--- src/design/positional_list_engine_core_assert.svh ---
// assertion macros for the positional list engine
// used by the top level only; expects clk and rst_n in scope
`ifndef POSITIONAL_LIST_ENGINE_CORE_ASSERT_SVH
`define POSITIONAL_LIST_ENGINE_CORE_ASSERT_SVH

// property checked at every clock edge outside reset
`define PLE_ASSERT(lbl, prop, msg) \
    lbl: assert property (@(posedge clk) disable iff (!rst_n) (prop)) \
        else $error(msg);

// condition in one cycle implies a condition in the next
`define PLE_ASSERT_NEXT(lbl, ante, cons, msg) \
    lbl: assert property (@(posedge clk) disable iff (!rst_n) (ante) |=> (cons)) \
        else $error(msg);

`endif

--- src/design/ple_pkg.sv ---
// shared types and constants for the positional list engine
// no dependencies; used by the interfaces, the cell and the top level
`default_nettype none

package ple_pkg;

    localparam int MAX_DEPTH     = 64;
    localparam int DEFAULT_DEPTH = 32;
    localparam int MAX_RESULTS   = 32;
    localparam int PTR_W         = $clog2(MAX_DEPTH + 1);
    localparam int VALUE_W       = 32;
    localparam int OP_W          = 3;
    localparam int POS_W         = 6;
    localparam int STATUS_W      = 3;

    typedef enum logic [OP_W-1:0] {
        OP_INS_FRONT = 3'd0,
        OP_INS_END   = 3'd1,
        OP_INS_AT    = 3'd2,
        OP_DELETE    = 3'd3,
        OP_SEARCH    = 3'd4
    } op_t;

    typedef enum logic [STATUS_W-1:0] {
        ST_OK        = 3'd0,
        ST_FOUND     = 3'd1,
        ST_NOT_FOUND = 3'd2,
        ST_EMPTY     = 3'd3,
        ST_RANGE     = 3'd4,
        ST_FULL      = 3'd5
    } status_t;

    typedef enum logic {
        S_IDLE,
        S_SEARCH
    } state_t;

    typedef enum logic [1:0] {
        ACT_NONE,
        ACT_INSERT,
        ACT_DELETE,
        ACT_SEARCH
    } cell_act_t;

    // command broadcast to every cell of the chain
    typedef struct packed {
        cell_act_t                  act;
        logic [PTR_W-1:0]           idx;
        logic [PTR_W-1:0]           count;
        logic signed [VALUE_W-1:0]  value;
    } cell_cmd_t;

    typedef struct packed {
        status_t           status;
        logic [POS_W-1:0]  position_res;
        logic [POS_W-1:0]  count;
        logic              last;
    } rsp_t;

endpackage

`default_nettype wire

--- src/design/ple_req_if.sv ---
// request channel: op, value and position with valid/ready
// depends on ple_pkg for field widths
`default_nettype none

interface ple_req_if;

    logic                                valid;
    logic                                ready;
    logic [ple_pkg::OP_W-1:0]            op;
    logic signed [ple_pkg::VALUE_W-1:0]  value;
    logic [ple_pkg::POS_W-1:0]           position;

    modport source (output valid, output op, output value, output position, input ready);
    modport sink   (input valid, input op, input value, input position, output ready);

endinterface

`default_nettype wire

--- src/design/ple_rsp_if.sv ---
// result channel: status, match position, count and last flag with valid/ready
// depends on ple_pkg for field widths
`default_nettype none

interface ple_rsp_if;

    logic                               valid;
    logic                               ready;
    logic [ple_pkg::STATUS_W-1:0]       status;
    logic [ple_pkg::POS_W-1:0]          position_res;
    logic [ple_pkg::POS_W-1:0]          count;
    logic                               last;

    modport source (output valid, output status, output position_res, output count,
                    output last, input ready);
    modport sink   (input valid, input status, input position_res, input count,
                    input last, output ready);

endinterface

`default_nettype wire

--- src/design/ple_cell.sv ---
// one list slot: holds an entry, shifts with its neighbors, keeps a match flag
// depends on ple_pkg for the command struct
`default_nettype none

module ple_cell #(
    parameter int INDEX = 0
) (
    input  wire logic                                clk,
    input  wire logic                                rst_n,
    input  wire ple_pkg::cell_cmd_t                  cmd,
    input  wire logic signed [ple_pkg::VALUE_W-1:0]  left_data,
    input  wire logic signed [ple_pkg::VALUE_W-1:0]  right_data,
    input  wire logic                                advance,
    input  wire logic                                prior_in,
    output logic signed [ple_pkg::VALUE_W-1:0]       data,
    output logic                                     match,
    output logic                                     first,
    output logic                                     prior_out
);

    localparam logic [ple_pkg::PTR_W-1:0] IDX = ple_pkg::PTR_W'(INDEX);

    logic signed [ple_pkg::VALUE_W-1:0] data_reg;
    logic                               match_reg;

    always_ff @(posedge clk)
    begin
        case (cmd.act)
            ple_pkg::ACT_INSERT:
            begin
                if (IDX > cmd.idx)
                begin
                    data_reg <= left_data;
                end
                else if (IDX == cmd.idx)
                begin
                    data_reg <= cmd.value;
                end
            end
            ple_pkg::ACT_DELETE:
            begin
                if (IDX >= cmd.idx)
                begin
                    data_reg <= right_data;
                end
            end
            default:
            begin
                data_reg <= data_reg;
            end
        endcase
    end

    always_ff @(posedge clk or negedge rst_n)
    begin
        if (!rst_n)
        begin
            match_reg <= 1'b0;
        end
        else if (cmd.act == ple_pkg::ACT_SEARCH)
        begin
            match_reg <= (data_reg == cmd.value) && (IDX < cmd.count);
        end
        else if (advance && first)
        begin
            match_reg <= 1'b0;
        end
    end

    // lowest pending match in the chain wins
    assign first     = match_reg && !prior_in;
    assign prior_out = prior_in || match_reg;
    assign match     = match_reg;
    assign data      = data_reg;

endmodule

`default_nettype wire

--- src/design/positional_list_engine_core.sv ---
// positional list engine: insert, delete and search on an ordered list held in a cell chain
// insert, delete and other requests: result ready the cycle after acceptance
// search of a non-empty list: flags latched first, then one hit a cycle unless the queue is full
// empty-list search: answered like the others; a full result queue holds off requests and the scan
// results pass through a two-entry queue, so a request is taken while an earlier result waits
// reset clears the entry count, the match flags and the queue; entries are undefined until written
`default_nettype none

module positional_list_engine_core #(
    parameter int DEPTH = ple_pkg::DEFAULT_DEPTH
) (
    input  wire logic  clk,
    input  wire logic  rst_n,
    ple_req_if.sink    req,
    ple_rsp_if.source  rsp
);

    `include "positional_list_engine_core_assert.svh"

    localparam int CNT_W = $clog2(DEPTH + 1);
    localparam int RES_W = $clog2(ple_pkg::MAX_RESULTS);
    localparam logic [CNT_W-1:0] FULL_COUNT = CNT_W'(DEPTH);
    localparam logic [RES_W-1:0] LAST_RES   = RES_W'(ple_pkg::MAX_RESULTS - 1);

    ple_pkg::state_t     state_reg, state_next;
    logic [CNT_W-1:0]    count_reg, count_next;
    logic [RES_W-1:0]    n_reg, n_next;

    ple_pkg::cell_cmd_t  cmd;
    logic                advance;
    logic                accept;
    logic                push;
    ple_pkg::rsp_t       push_data;

    logic signed [ple_pkg::VALUE_W-1:0] data_vec [DEPTH];
    logic [DEPTH-1:0]    match_vec;
    logic [DEPTH-1:0]    first_vec;
    logic [DEPTH:0]      prior;

    logic [ple_pkg::PTR_W-1:0] cnt_ext;
    logic [ple_pkg::PTR_W-1:0] pos_ext;
    logic                full;
    logic                any_match;
    logic                remaining;
    logic                last_hit;
    logic                search_go;
    logic [ple_pkg::POS_W-1:0] pos_hit;

    // result queue
    ple_pkg::rsp_t       q_reg [2];
    logic                wr_ptr_reg;
    logic                rd_ptr_reg;
    logic [1:0]          q_cnt_reg;
    logic                q_full;
    logic                pop;

    // cell chain
    assign prior[0] = 1'b0;

    for (genvar i = 0; i < DEPTH; i++)
    begin : g_cell
        logic signed [ple_pkg::VALUE_W-1:0] left_d;
        logic signed [ple_pkg::VALUE_W-1:0] right_d;

        if (i == 0)
        begin : g_head
            assign left_d = req.value;
        end
        else
        begin : g_left
            assign left_d = data_vec[i-1];
        end

        if (i == DEPTH - 1)
        begin : g_tail
            assign right_d = data_vec[i];
        end
        else
        begin : g_right
            assign right_d = data_vec[i+1];
        end

        ple_cell #(
            .INDEX (i)
        ) u_cell (
            .clk        (clk),
            .rst_n      (rst_n),
            .cmd        (cmd),
            .left_data  (left_d),
            .right_data (right_d),
            .advance    (advance),
            .prior_in   (prior[i]),
            .data       (data_vec[i]),
            .match      (match_vec[i]),
            .first      (first_vec[i]),
            .prior_out  (prior[i+1])
        );
    end

    assign cnt_ext   = ple_pkg::PTR_W'(count_reg);
    assign pos_ext   = ple_pkg::PTR_W'(req.position);
    assign full      = (count_reg == FULL_COUNT);
    assign any_match = prior[DEPTH];
    assign remaining = |(match_vec & ~first_vec);
    assign last_hit  = !remaining || (n_reg == LAST_RES);
    assign search_go = accept && (req.op == ple_pkg::OP_SEARCH) && (count_reg != '0);

    always_comb
    begin
        pos_hit = '0;
        for (int i = 0; i < DEPTH; i++)
        begin
            if (first_vec[i])
            begin
                pos_hit = pos_hit | ple_pkg::POS_W'(i + 1);
            end
        end
    end

    assign q_full    = (q_cnt_reg == 2'd2);
    assign req.ready = (state_reg == ple_pkg::S_IDLE) && !q_full;
    assign accept    = req.valid && req.ready;
    assign pop       = rsp.valid && rsp.ready;

    // request decode and search sequencing
    always_comb
    begin
        state_next             = state_reg;
        count_next             = count_reg;
        n_next                 = n_reg;
        advance                = 1'b0;
        push                   = 1'b0;
        cmd.act                = ple_pkg::ACT_NONE;
        cmd.idx                = '0;
        cmd.count              = cnt_ext;
        cmd.value              = req.value;
        push_data.status       = ple_pkg::ST_OK;
        push_data.position_res = '0;
        push_data.last         = 1'b1;

        unique case (state_reg)
            ple_pkg::S_IDLE:
            begin
                if (accept)
                begin
                    push = 1'b1;
                    case (req.op)
                        ple_pkg::OP_INS_FRONT,
                        ple_pkg::OP_INS_END,
                        ple_pkg::OP_INS_AT:
                        begin
                            if (full)
                            begin
                                push_data.status = ple_pkg::ST_FULL;
                            end
                            else if (req.op == ple_pkg::OP_INS_FRONT)
                            begin
                                cmd.act    = ple_pkg::ACT_INSERT;
                                cmd.idx    = '0;
                                count_next = count_reg + 1'b1;
                            end
                            else if (req.op == ple_pkg::OP_INS_END)
                            begin
                                cmd.act    = ple_pkg::ACT_INSERT;
                                cmd.idx    = cnt_ext;
                                count_next = count_reg + 1'b1;
                            end
                            else if (pos_ext != '0 && pos_ext <= cnt_ext
                                     || pos_ext == ple_pkg::PTR_W'(1))
                            begin
                                cmd.act    = ple_pkg::ACT_INSERT;
                                cmd.idx    = pos_ext - 1'b1;
                                count_next = count_reg + 1'b1;
                            end
                            else
                            begin
                                push_data.status = ple_pkg::ST_RANGE;
                            end
                        end
                        ple_pkg::OP_DELETE:
                        begin
                            if (count_reg == '0)
                            begin
                                push_data.status = ple_pkg::ST_EMPTY;
                            end
                            else if (pos_ext != '0 && pos_ext <= cnt_ext)
                            begin
                                cmd.act    = ple_pkg::ACT_DELETE;
                                cmd.idx    = pos_ext - 1'b1;
                                count_next = count_reg - 1'b1;
                            end
                            else
                            begin
                                push_data.status = ple_pkg::ST_RANGE;
                            end
                        end
                        ple_pkg::OP_SEARCH:
                        begin
                            if (count_reg == '0)
                            begin
                                push_data.status = ple_pkg::ST_EMPTY;
                            end
                            else
                            begin
                                // latch match flags now, report them in S_SEARCH
                                push       = 1'b0;
                                cmd.act    = ple_pkg::ACT_SEARCH;
                                n_next     = '0;
                                state_next = ple_pkg::S_SEARCH;
                            end
                        end
                        default:
                        begin
                            push_data.status = ple_pkg::ST_OK;
                        end
                    endcase
                end
            end
            ple_pkg::S_SEARCH:
            begin
                if (!q_full)
                begin
                    push = 1'b1;
                    if (!any_match)
                    begin
                        push_data.status = ple_pkg::ST_NOT_FOUND;
                        state_next       = ple_pkg::S_IDLE;
                    end
                    else
                    begin
                        push_data.status       = ple_pkg::ST_FOUND;
                        push_data.position_res = pos_hit;
                        push_data.last         = last_hit;
                        advance                = 1'b1;
                        n_next                 = n_reg + 1'b1;
                        if (last_hit)
                        begin
                            state_next = ple_pkg::S_IDLE;
                        end
                    end
                end
            end
            default:
            begin
                state_next = ple_pkg::S_IDLE;
            end
        endcase

        push_data.count = ple_pkg::POS_W'(count_next);
    end

    always_ff @(posedge clk or negedge rst_n)
    begin
        if (!rst_n)
        begin
            state_reg <= ple_pkg::S_IDLE;
            count_reg <= '0;
            n_reg     <= '0;
        end
        else
        begin
            state_reg <= state_next;
            count_reg <= count_next;
            n_reg     <= n_next;
        end
    end

    // two-entry result queue
    always_ff @(posedge clk or negedge rst_n)
    begin
        if (!rst_n)
        begin
            wr_ptr_reg <= 1'b0;
            rd_ptr_reg <= 1'b0;
            q_cnt_reg  <= 2'd0;
        end
        else
        begin
            if (push)
            begin
                wr_ptr_reg <= !wr_ptr_reg;
            end
            if (pop)
            begin
                rd_ptr_reg <= !rd_ptr_reg;
            end
            if (push && !pop)
            begin
                q_cnt_reg <= q_cnt_reg + 2'd1;
            end
            else if (pop && !push)
            begin
                q_cnt_reg <= q_cnt_reg - 2'd1;
            end
        end
    end

    always_ff @(posedge clk)
    begin
        if (push)
        begin
            q_reg[wr_ptr_reg] <= push_data;
        end
    end

    assign rsp.valid        = (q_cnt_reg != 2'd0);
    assign rsp.status       = q_reg[rd_ptr_reg].status;
    assign rsp.position_res = q_reg[rd_ptr_reg].position_res;
    assign rsp.count        = q_reg[rd_ptr_reg].count;
    assign rsp.last         = q_reg[rd_ptr_reg].last;

    // checks
    `PLE_ASSERT(a_count_bound, count_reg <= FULL_COUNT, "entry count above depth")
    `PLE_ASSERT(a_single_hit, !advance || $onehot(first_vec), "match scan picked not one cell")
    `PLE_ASSERT(a_push_room, !push || !q_full || pop, "result queue overflow")
    `PLE_ASSERT_NEXT(a_search_start, search_go, state_reg == ple_pkg::S_SEARCH, "no scan")

endmodule

`default_nettype wire
--- src/flat_wrapper.sv ---
// flat-port wrapper written by rule: the top's interface ports become plain ports
module positional_list_engine_core_flat 
#(
    parameter int DEPTH = ple_pkg::DEFAULT_DEPTH
)
  (clk, rst_n, req_valid, req_op, req_value, req_position, req_ready, rsp_valid, rsp_status, rsp_position_res, rsp_count, rsp_last, rsp_ready);
  ple_req_if req_i ();
  ple_rsp_if rsp_i ();
  input  wire logic clk;
  input  wire logic rst_n;
  input wire logic [$bits(req_i.valid)-1:0] req_valid;
  input wire logic [$bits(req_i.op)-1:0] req_op;
  input wire logic [$bits(req_i.value)-1:0] req_value;
  input wire logic [$bits(req_i.position)-1:0] req_position;
  output wire logic [$bits(req_i.ready)-1:0] req_ready;
  output wire logic [$bits(rsp_i.valid)-1:0] rsp_valid;
  output wire logic [$bits(rsp_i.status)-1:0] rsp_status;
  output wire logic [$bits(rsp_i.position_res)-1:0] rsp_position_res;
  output wire logic [$bits(rsp_i.count)-1:0] rsp_count;
  output wire logic [$bits(rsp_i.last)-1:0] rsp_last;
  input wire logic [$bits(rsp_i.ready)-1:0] rsp_ready;
  assign req_i.valid = req_valid;
  assign req_i.op = req_op;
  assign req_i.value = req_value;
  assign req_i.position = req_position;
  assign req_ready = req_i.ready;
  assign rsp_valid = rsp_i.valid;
  assign rsp_status = rsp_i.status;
  assign rsp_position_res = rsp_i.position_res;
  assign rsp_count = rsp_i.count;
  assign rsp_last = rsp_i.last;
  assign rsp_i.ready = rsp_ready;
  positional_list_engine_core #(.DEPTH(DEPTH)) u_core (.clk(clk), .rst_n(rst_n), .req(req_i), .rsp(rsp_i));
endmodule
--- config.mk ---
export PLATFORM = sky130hd
export DESIGN_NAME = positional_list_engine_core_flat
export DESIGN_NICKNAME = d
export VERILOG_FILES = /design/src/design/ple_pkg.sv /design/src/design/ple_req_if.sv /design/src/design/ple_rsp_if.sv /design/src/design/ple_cell.sv /design/src/design/positional_list_engine_core.sv /design/src/flat_wrapper.sv
export VERILOG_INCLUDE_DIRS = /design/src /design/src/design
export SDC_FILE = /design/constraint.sdc
export NUM_CORES = 2
export LEC_CHECK = 0
export BUFFER_PORTS_ARGS = -buffer_cell sky130_fd_sc_hd__buf_2
export CAP_MARGIN = 20
export CORE_MARGIN = 3
export CORE_UTILIZATION = 55
export CTS_CLUSTER_DIAMETER = 60
export DETAILED_ROUTE_END_ITERATION = 10
export PLACE_DENSITY = 0.7
export SLEW_MARGIN = 20
export SYNTH_ARGS = -nofsm -noshare
export SYNTH_HDL_FRONTEND = slang
export SYNTH_HIERARCHICAL = 1
export SYNTH_SLANG_ARGS = --single-unit
--- constraint.sdc ---
create_clock -name clk -period 29 [get_ports clk]
set_input_delay 4.35 -clock clk [delete_from_list [all_inputs] [get_ports clk]]
set_output_delay 4.35 -clock clk [all_outputs]
set_load 0.01 [all_outputs]
# == Yosys cells after proc, flatten, opt, wreduce, memory -nomap -nowiden ==
# Memories as Yosys holds them, arrays and structs flattened.
# Cells that the tools add are included.
# word_totals
n_memories,1
word_cells,1142
ff_bits,1072
mem_bits_rw,32
inputBits,45
# classes
n_addsub,6
bitwise,4
n_reduce_logical,247
magnitude_cmp,96
eq_ne,142
n_mux,576
# mem_list
memory,depth,width,read_ports,rd_ports_with_merged_regs,wr,line_no,text
u_core.q_reg,2,16,1,0,1,positional_list_engine_core.sv:50,ple_pkg::rsp_t q_reg [2];
# ops
op,count
$mux 32,223
$pmux 32 s2,31
$eq 32x32->1,32
$mux 9,35
$mux 6,41
$mux 5,30
$mux 1,140
$mux 3,44
$eq 5x7->1 const A,16
$gt 5x7->1 const A,16
$ge 5x7->1 const A,15
$logic_and 1x1->1,101
$lt 5x6->1 const A,16
$ne 3x3->1 const B,32
$reduce_and 3->1,32
$reduce_bool 2->1,36
$ne 2x2->1 const B,33
$eq 4x7->1 const A,8
$ge 4x7->1 const A,8
$gt 4x7->1 const A,8
$lt 4x6->1 const A,8
$logic_not 1->1,37
$logic_or 1x1->1,33
$and 32x32->32,1
other kinds (49),95

# == Depth between registers and ports, before layout ==
# depth
word_depth,47
ltp_mapped,39
mapped_depth_nobuf,38

# == By module ==
# The synthesis kept the hierarchy.
# by_module_without_submodules
mod,area_each_um2,cells_per_inst,instances,seq_area_each_um2
ple_cell (u_core.g_cell[14].u_cell ...),2105.8,198,2,985.9
positional_list_engine_core,3224.3,336,1,1361.3
ple_cell (u_core.g_cell[2].u_cell),2174.6,201,1,985.9
ple_cell (u_core.g_cell[4].u_cell),2169.6,198,1,985.9
ple_cell (u_core.g_cell[22].u_cell),2154.6,196,1,985.9
ple_cell (u_core.g_cell[11].u_cell),2149.6,196,1,985.9
ple_cell (u_core.g_cell[29].u_cell),2139.6,198,1,985.9
ple_cell (u_core.g_cell[1].u_cell),2138.3,198,1,985.9
ple_cell (u_core.g_cell[8].u_cell),2137.0,195,1,985.9
ple_cell (u_core.g_cell[12].u_cell),2134.5,197,1,985.9
ple_cell (u_core.g_cell[25].u_cell),2129.5,199,1,985.9
ple_cell (u_core.g_cell[19].u_cell),2128.3,202,1,985.9
ple_cell (u_core.g_cell[10].u_cell),2113.3,200,1,985.9
ple_cell (u_core.g_cell[6].u_cell),2112.0,198,1,985.9
+18 rows,-,-,-,-

# == Worst setup path before layout ==
# Ideal clock, no wire load.
# synth_path
kind,input -> register
startpoint,input port req_position[5]
endpoint,"register u_core.g_cell[22].u_cell.data_reg (netlist bit u_core/g_cell[22].u_cell/data[0]), enable pin"
setup_time_ps,595
slack_ps,11778
path_buffers,1
arrival_ps,16628
stages,10
cell_sequence,ha_1 nand4_1 o21bai_1 and4_1 buf_4 or2_4 a21o_1 nor3b_1 xnor2_1 a2111oi_0
# synth_lines
element,line_no,text
"start, declared",flat_wrapper.sv:14,input wire logic [$bits(req_i.position)-1:0] req_position;
"end signal, assigned",ple_cell.sv:33,data_reg <= left_data;
"end signal, assigned",ple_cell.sv:37,data_reg <= cmd.value;
"end signal, assigned",ple_cell.sv:44,data_reg <= right_data;
"end, declared",ple_cell.sv:23,logic signed [ple_pkg::VALUE_W-1:0] data_reg;

# == Final worst setup path ==
# layout_path
startpoint,register u_core.g_cell[0].u_cell.match_reg
endpoint,register u_core.g_cell[5].u_cell.match_reg
# layout_via
elab_chain_len,39
# layout_lines
element,line_no,text
"start, declared",ple_cell.sv:24,logic match_reg;
"start signal, assigned",ple_cell.sv:62,match_reg <= (data_reg == cmd.value) && (IDX < cmd.count);
$logic_or 1x1->1,ple_cell.sv:72,assign prior_out = prior_in || match_reg;
net u_core.prior[2],positional_list_engine_core.sv:38,logic [DEPTH:0] prior;
$logic_or 1x1->1,ple_cell.sv:72,
net u_core.prior[3],positional_list_engine_core.sv:38,
$logic_or 1x1->1,ple_cell.sv:72,
net u_core.prior[4],positional_list_engine_core.sv:38,
$logic_or 1x1->1,ple_cell.sv:72,
net u_core.prior[5],positional_list_engine_core.sv:38,
(+1 left out),-,
net u_core.prior[6],positional_list_engine_core.sv:38,
(+1 left out),-,
net u_core.prior[7],positional_list_engine_core.sv:38,
(+1 left out),-,
net u_core.prior[8],positional_list_engine_core.sv:38,
(+1 left out),-,
net u_core.prior[9],positional_list_engine_core.sv:38,
(+1 left out),-,
net u_core.prior[10],positional_list_engine_core.sv:38,
(+1 left out),-,
net u_core.prior[11],positional_list_engine_core.sv:38,
(+1 left out),-,
net u_core.prior[12],positional_list_engine_core.sv:38,
(+1 left out),-,
net u_core.prior[13],positional_list_engine_core.sv:38,
(+1 left out),-,
net u_core.prior[14],positional_list_engine_core.sv:38,
(+1 left out),-,
net u_core.prior[15],positional_list_engine_core.sv:38,
(+1 left out),-,
net u_core.prior[16],positional_list_engine_core.sv:38,
(+1 left out),-,
net u_core.prior[17],positional_list_engine_core.sv:38,
(+1 left out),-,
net u_core.prior[18],positional_list_engine_core.sv:38,
(+1 left out),-,
net u_core.prior[19],positional_list_engine_core.sv:38,
(+1 left out),-,
net u_core.prior[20],positional_list_engine_core.sv:38,
(+1 left out),-,
net u_core.prior[21],positional_list_engine_core.sv:38,
(+1 left out),-,
net u_core.prior[22],positional_list_engine_core.sv:38,
(+1 left out),-,
net u_core.prior[23],positional_list_engine_core.sv:38,
(+1 left out),-,
net u_core.prior[24],positional_list_engine_core.sv:38,
(+1 left out),-,
net u_core.prior[25],positional_list_engine_core.sv:38,
(+1 left out),-,
net u_core.prior[26],positional_list_engine_core.sv:38,
(+1 left out),-,
net u_core.prior[27],positional_list_engine_core.sv:38,
(+1 left out),-,
net u_core.prior[28],positional_list_engine_core.sv:38,
(+1 left out),-,
net u_core.prior[29],positional_list_engine_core.sv:38,
(+1 left out),-,
net u_core.prior[30],positional_list_engine_core.sv:38,
(+1 left out),-,
net u_core.prior[31],positional_list_engine_core.sv:38,
(+1 left out),-,
net u_core.any_match,positional_list_engine_core.sv:43,logic any_match;
$mux 1,positional_list_engine_core.sv:224,if (!any_match)
$mux 1,positional_list_engine_core.sv:221,if (!q_full)
$mux 1,positional_list_engine_core.sv:141,unique case (state_reg)
$mux 1,positional_list_engine_core.sv:221,
$mux 1 (2 in series),positional_list_engine_core.sv:141,
net u_core.advance,positional_list_engine_core.sv:30,logic advance;
$logic_and 1x1->1,ple_cell.sv:64,else if (advance && first)
$reduce_bool 2->1 (no line),-,
"end signal, assigned",ple_cell.sv:62,
"end, declared",ple_cell.sv:24,
# The timed path passes the listed nets, and every way through them passes these cells. The select of a mux whose other input is x is not followed.
# A chain may end at the register's enable or synchronous reset.

==> out/metrics.yaml <==
status:
  outcome: "finished, final reports clean"
synth:
  synth.cell_area_um2: 70320
  syn_inst: 6694
  synth_top_cell_by_area: "edfxtp_1"
  synth-warning-count: 6
  synth-edff-count: 1056
  ys_types: 101
  synthTopCellsByArea: "edfxtp_1, mux2i_1, xor2_1"
  async_flop_share: 0.04348
  ys_ff_latch: 1104
  synthFlopType: "edfxtp_1"
  netlist.area_leader.share: 0.4510
  yosysSeqAreaShare: 0.4680
  synth_area_per_cell_um2: 10.50
run:
  maxCapViolCount: 0
clock_network:
  htreeDepth: 4
  cts_hold_buf: 0
  clock_latency_ns: 0.79
  ctsRootBufferMaster: "clkbuf_16"
  numCtsBuffers: 131
  clk_pin_slew_ns: 0.06
  post_cts_buffers: 0
  postCtsResizedCells: 0
  clockBufferDepth: 3
  clock_sinks: 1104
  cts_tree: "done"
final_layout:
  area_delta_synth_final_pct: 9.096
  multi_input_area_um2: 35740
  nets: 6795
  largest_register_ffs: 1024
  area.sequential_um2: 32920
  stdcell_count: 8493
  fillers: 10530
  fin_util: 0.6078
  drive_gt1_frac: 0.09417
timing:
  max_slew_margin: 0.2104
  max_freq_ghz: 0.08712
  min_period_over_period: 0.3958
  finalCriticalPeriod_ns: 11.48
  maxSlewViolCount: 0
  skew_ns: 0.03822
  setup_violations: 0
  rsz0062_at_grt: "false"
  fin_setup_tns_ns: 0
  hold_viol: 0
  worst_slew_pin_slew_ns: 1.180
pwr:
  ir_drop_uv: 63.32
  p_leak_nw: 26.34
  powerDensity_nw_per_um2: 75.36
die:
  die_y_um: 363.6
  coreArea_um2: 126200
  start_util: 0.5571
  rows: 130
  ioPinCount: 63
  die_area_um2: 132200
  die-width_um: 363.6
setup_path:
  startpoint_type: "register"
  critical_path.slowest_cell: "nand3_1"
  required_ns: 29.71
  path_common_cell: "or2_2"
  critical_path_peak_fanout: 34
  cpPeakStageDelay_ns: 0.41
  end_kind: "register"
  critical_path_class: "register to register"
  critPathArrivalTime_ns: 12.19
detailed_routing:
  first_pass_iters: 9
  vias: 56980
  ant_nets: 0
  drc: 0
  vias_per_cell: 6.708
  routedWlPerCell_um: 30.65
  wl_mm: 260.3
  first_iter_violations: 8252
min_path:
  hp-class: "register to register"
global_routing:
  overflow: 0
  antenna_found_initial: 7
  grt_pass1_wl_mm: 376.1
  grt_pass1_vias: 55200
  grt.total_usage: 0.3852
  grt_max_degree: 66
placement:
  gp_congestion: 1.003
  dp_hpwl_mm: 177.0
  numPortBuffers: 62
  dp.cells: 8243
==> routing by layer <==
layer  GRT usage  part of all wire  wire length [µm]
met1      0.4885              0.37             95470
met5    0.001089           0.00017                44
met4      0.2537             0.075             19600
met3     0.08960              0.11             29140
met2      0.5912              0.45            116000
==> area by class of cell <==
cell class / instances / area share
Inverter: 49 / 0.002398
Clock buffer: 186 / 0.04831
Timing Repair Buffer: 217 / 0.02228
Clock inverter: 49 / 0.004942
Multi-Input combinational cell: 5234 / 0.4659
Antenna cell: 4 / 0.0001305
Tap cell: 1650 / 0.02691
Sequential cell: 1104 / 0.4291
==> cell usage after synthesis, drive strengths merged, types with 12 or more instances <==
library cell     n
ha              13
or2             34
nor4           170
edfxtp        1056
o21ai          969
nand2         1171
nand4          142
a21oi           23
nor3            61
a31oi          102
dfrtp           48
inv             49
or4             23
nand3           74
nor2b           77
and3            12
nor2           146
buf            169
o22ai           15
mux2i          898
clkbuf         172
mux2            49
nand2b          46
xnor2          486
a211oi          19
a21o            12
xor2           558
==> metrics by stage <==
step | setup WS [ns] | hold WS (ns) | instance area, µm² | power (mW)
final | 17.52 | 0.4985 | 76710 | 5.781
after global routing | 17.02 | 0.5214 | 76700 | 5.953
after CTS | 17.61 | 0.4966 | 76470 | 5.716
after detailed placement | 17.65 | 0.4851 | 72390 | 4.109
after global placement | 17.81 | 0.4754 | 72360 | 4.069
after floorplan | 11.78 | 0.4608 | 70450 | 3.535
==> placed cells by master (no fill, tap or decap), types with 70 or more instances in the layout <==
master / netlist / final
nand2_1: 1161 / 1155
edfxtp_1: 1056 / 1056
mux2i_1: 898 / 898
xor2_1: 558 / 558
o21ai_1: 560 / 554
xnor2_1: 486 / 486
o21ai_0: 337 / 337
buf_4: 4 / 176
nor4_1: 161 / 157
nand4_1: 142 / 142
clkbuf_16: 0 / 140
nor2_1: 141 / 135
a31oi_1: 102 / 101
nand3_1: 74 / 74
o21ai_2: 71 / 70
==> worst paths after layout <==
path | slack [ns] | cells past startpoint | end | from
max reg2reg | 17.52 | 39 | u_core/g_cell[5].u_cell/match$_DFFE_PN0P_ | u_core/g_cell[0].u_cell/match$_DFFE_PN0P_
min reg2reg | 0.50 | 1 | u_core/wr_ptr_reg$_DFFE_PN0P_ | u_core/wr_ptr_reg$_DFFE_PN0P_
min | 0.50 | 1 | u_core/wr_ptr_reg$_DFFE_PN0P_ | u_core/wr_ptr_reg$_DFFE_PN0P_
max in group asynchronous | 24.66 | 2 | u_core/count_reg[4]$_DFF_PN0_ | rst_n
min in group asynchronous | 3.75 | 2 | u_core/wr_ptr_reg$_DFFE_PN0P_ | rst_n
max | 17.52 | 39 | u_core/g_cell[5].u_cell/match$_DFFE_PN0P_ | u_core/g_cell[0].u_cell/match$_DFFE_PN0P_
==> critical path, delay by kind of cell (launching register included) <==
family	cells	cell delay, ns
AND/OR/NAND/NOR	33	10.08
buffers and inverters	3	0.53
flip-flops	1	0.39
AO/OA/AOI/OAI	3	0.37
==> power breakdown <==
| part | switching, mW | internal (mW) |
|---|---|---|
| combinational | 1.03 | 0.616 |
| clock | 0.690 | 0.933 |
| sequential | 0.344 | 2.17 |
| total | 2.06 | 3.72 |
==> cell families (layout without fill, tap and decap cells) <==
family                   count (synthesis)  after routing  share of synthesized area
AND/OR/NAND/NOR                       1973           1973                     0.1304
AO/OA/AOI/OAI                         1222           1222                     0.1001
flip-flops                            1104           1104                     0.4680
XOR/XNOR                              1044           1044                     0.1300
multiplexers                           947            947                     0.1357
buffers and inverters                  390            501                    0.03333
adder cells (fa/ha/maj)                 13             13                   0.002313
other                                    1             39                 0.00005333
Power figures use the tool's default switching activity.
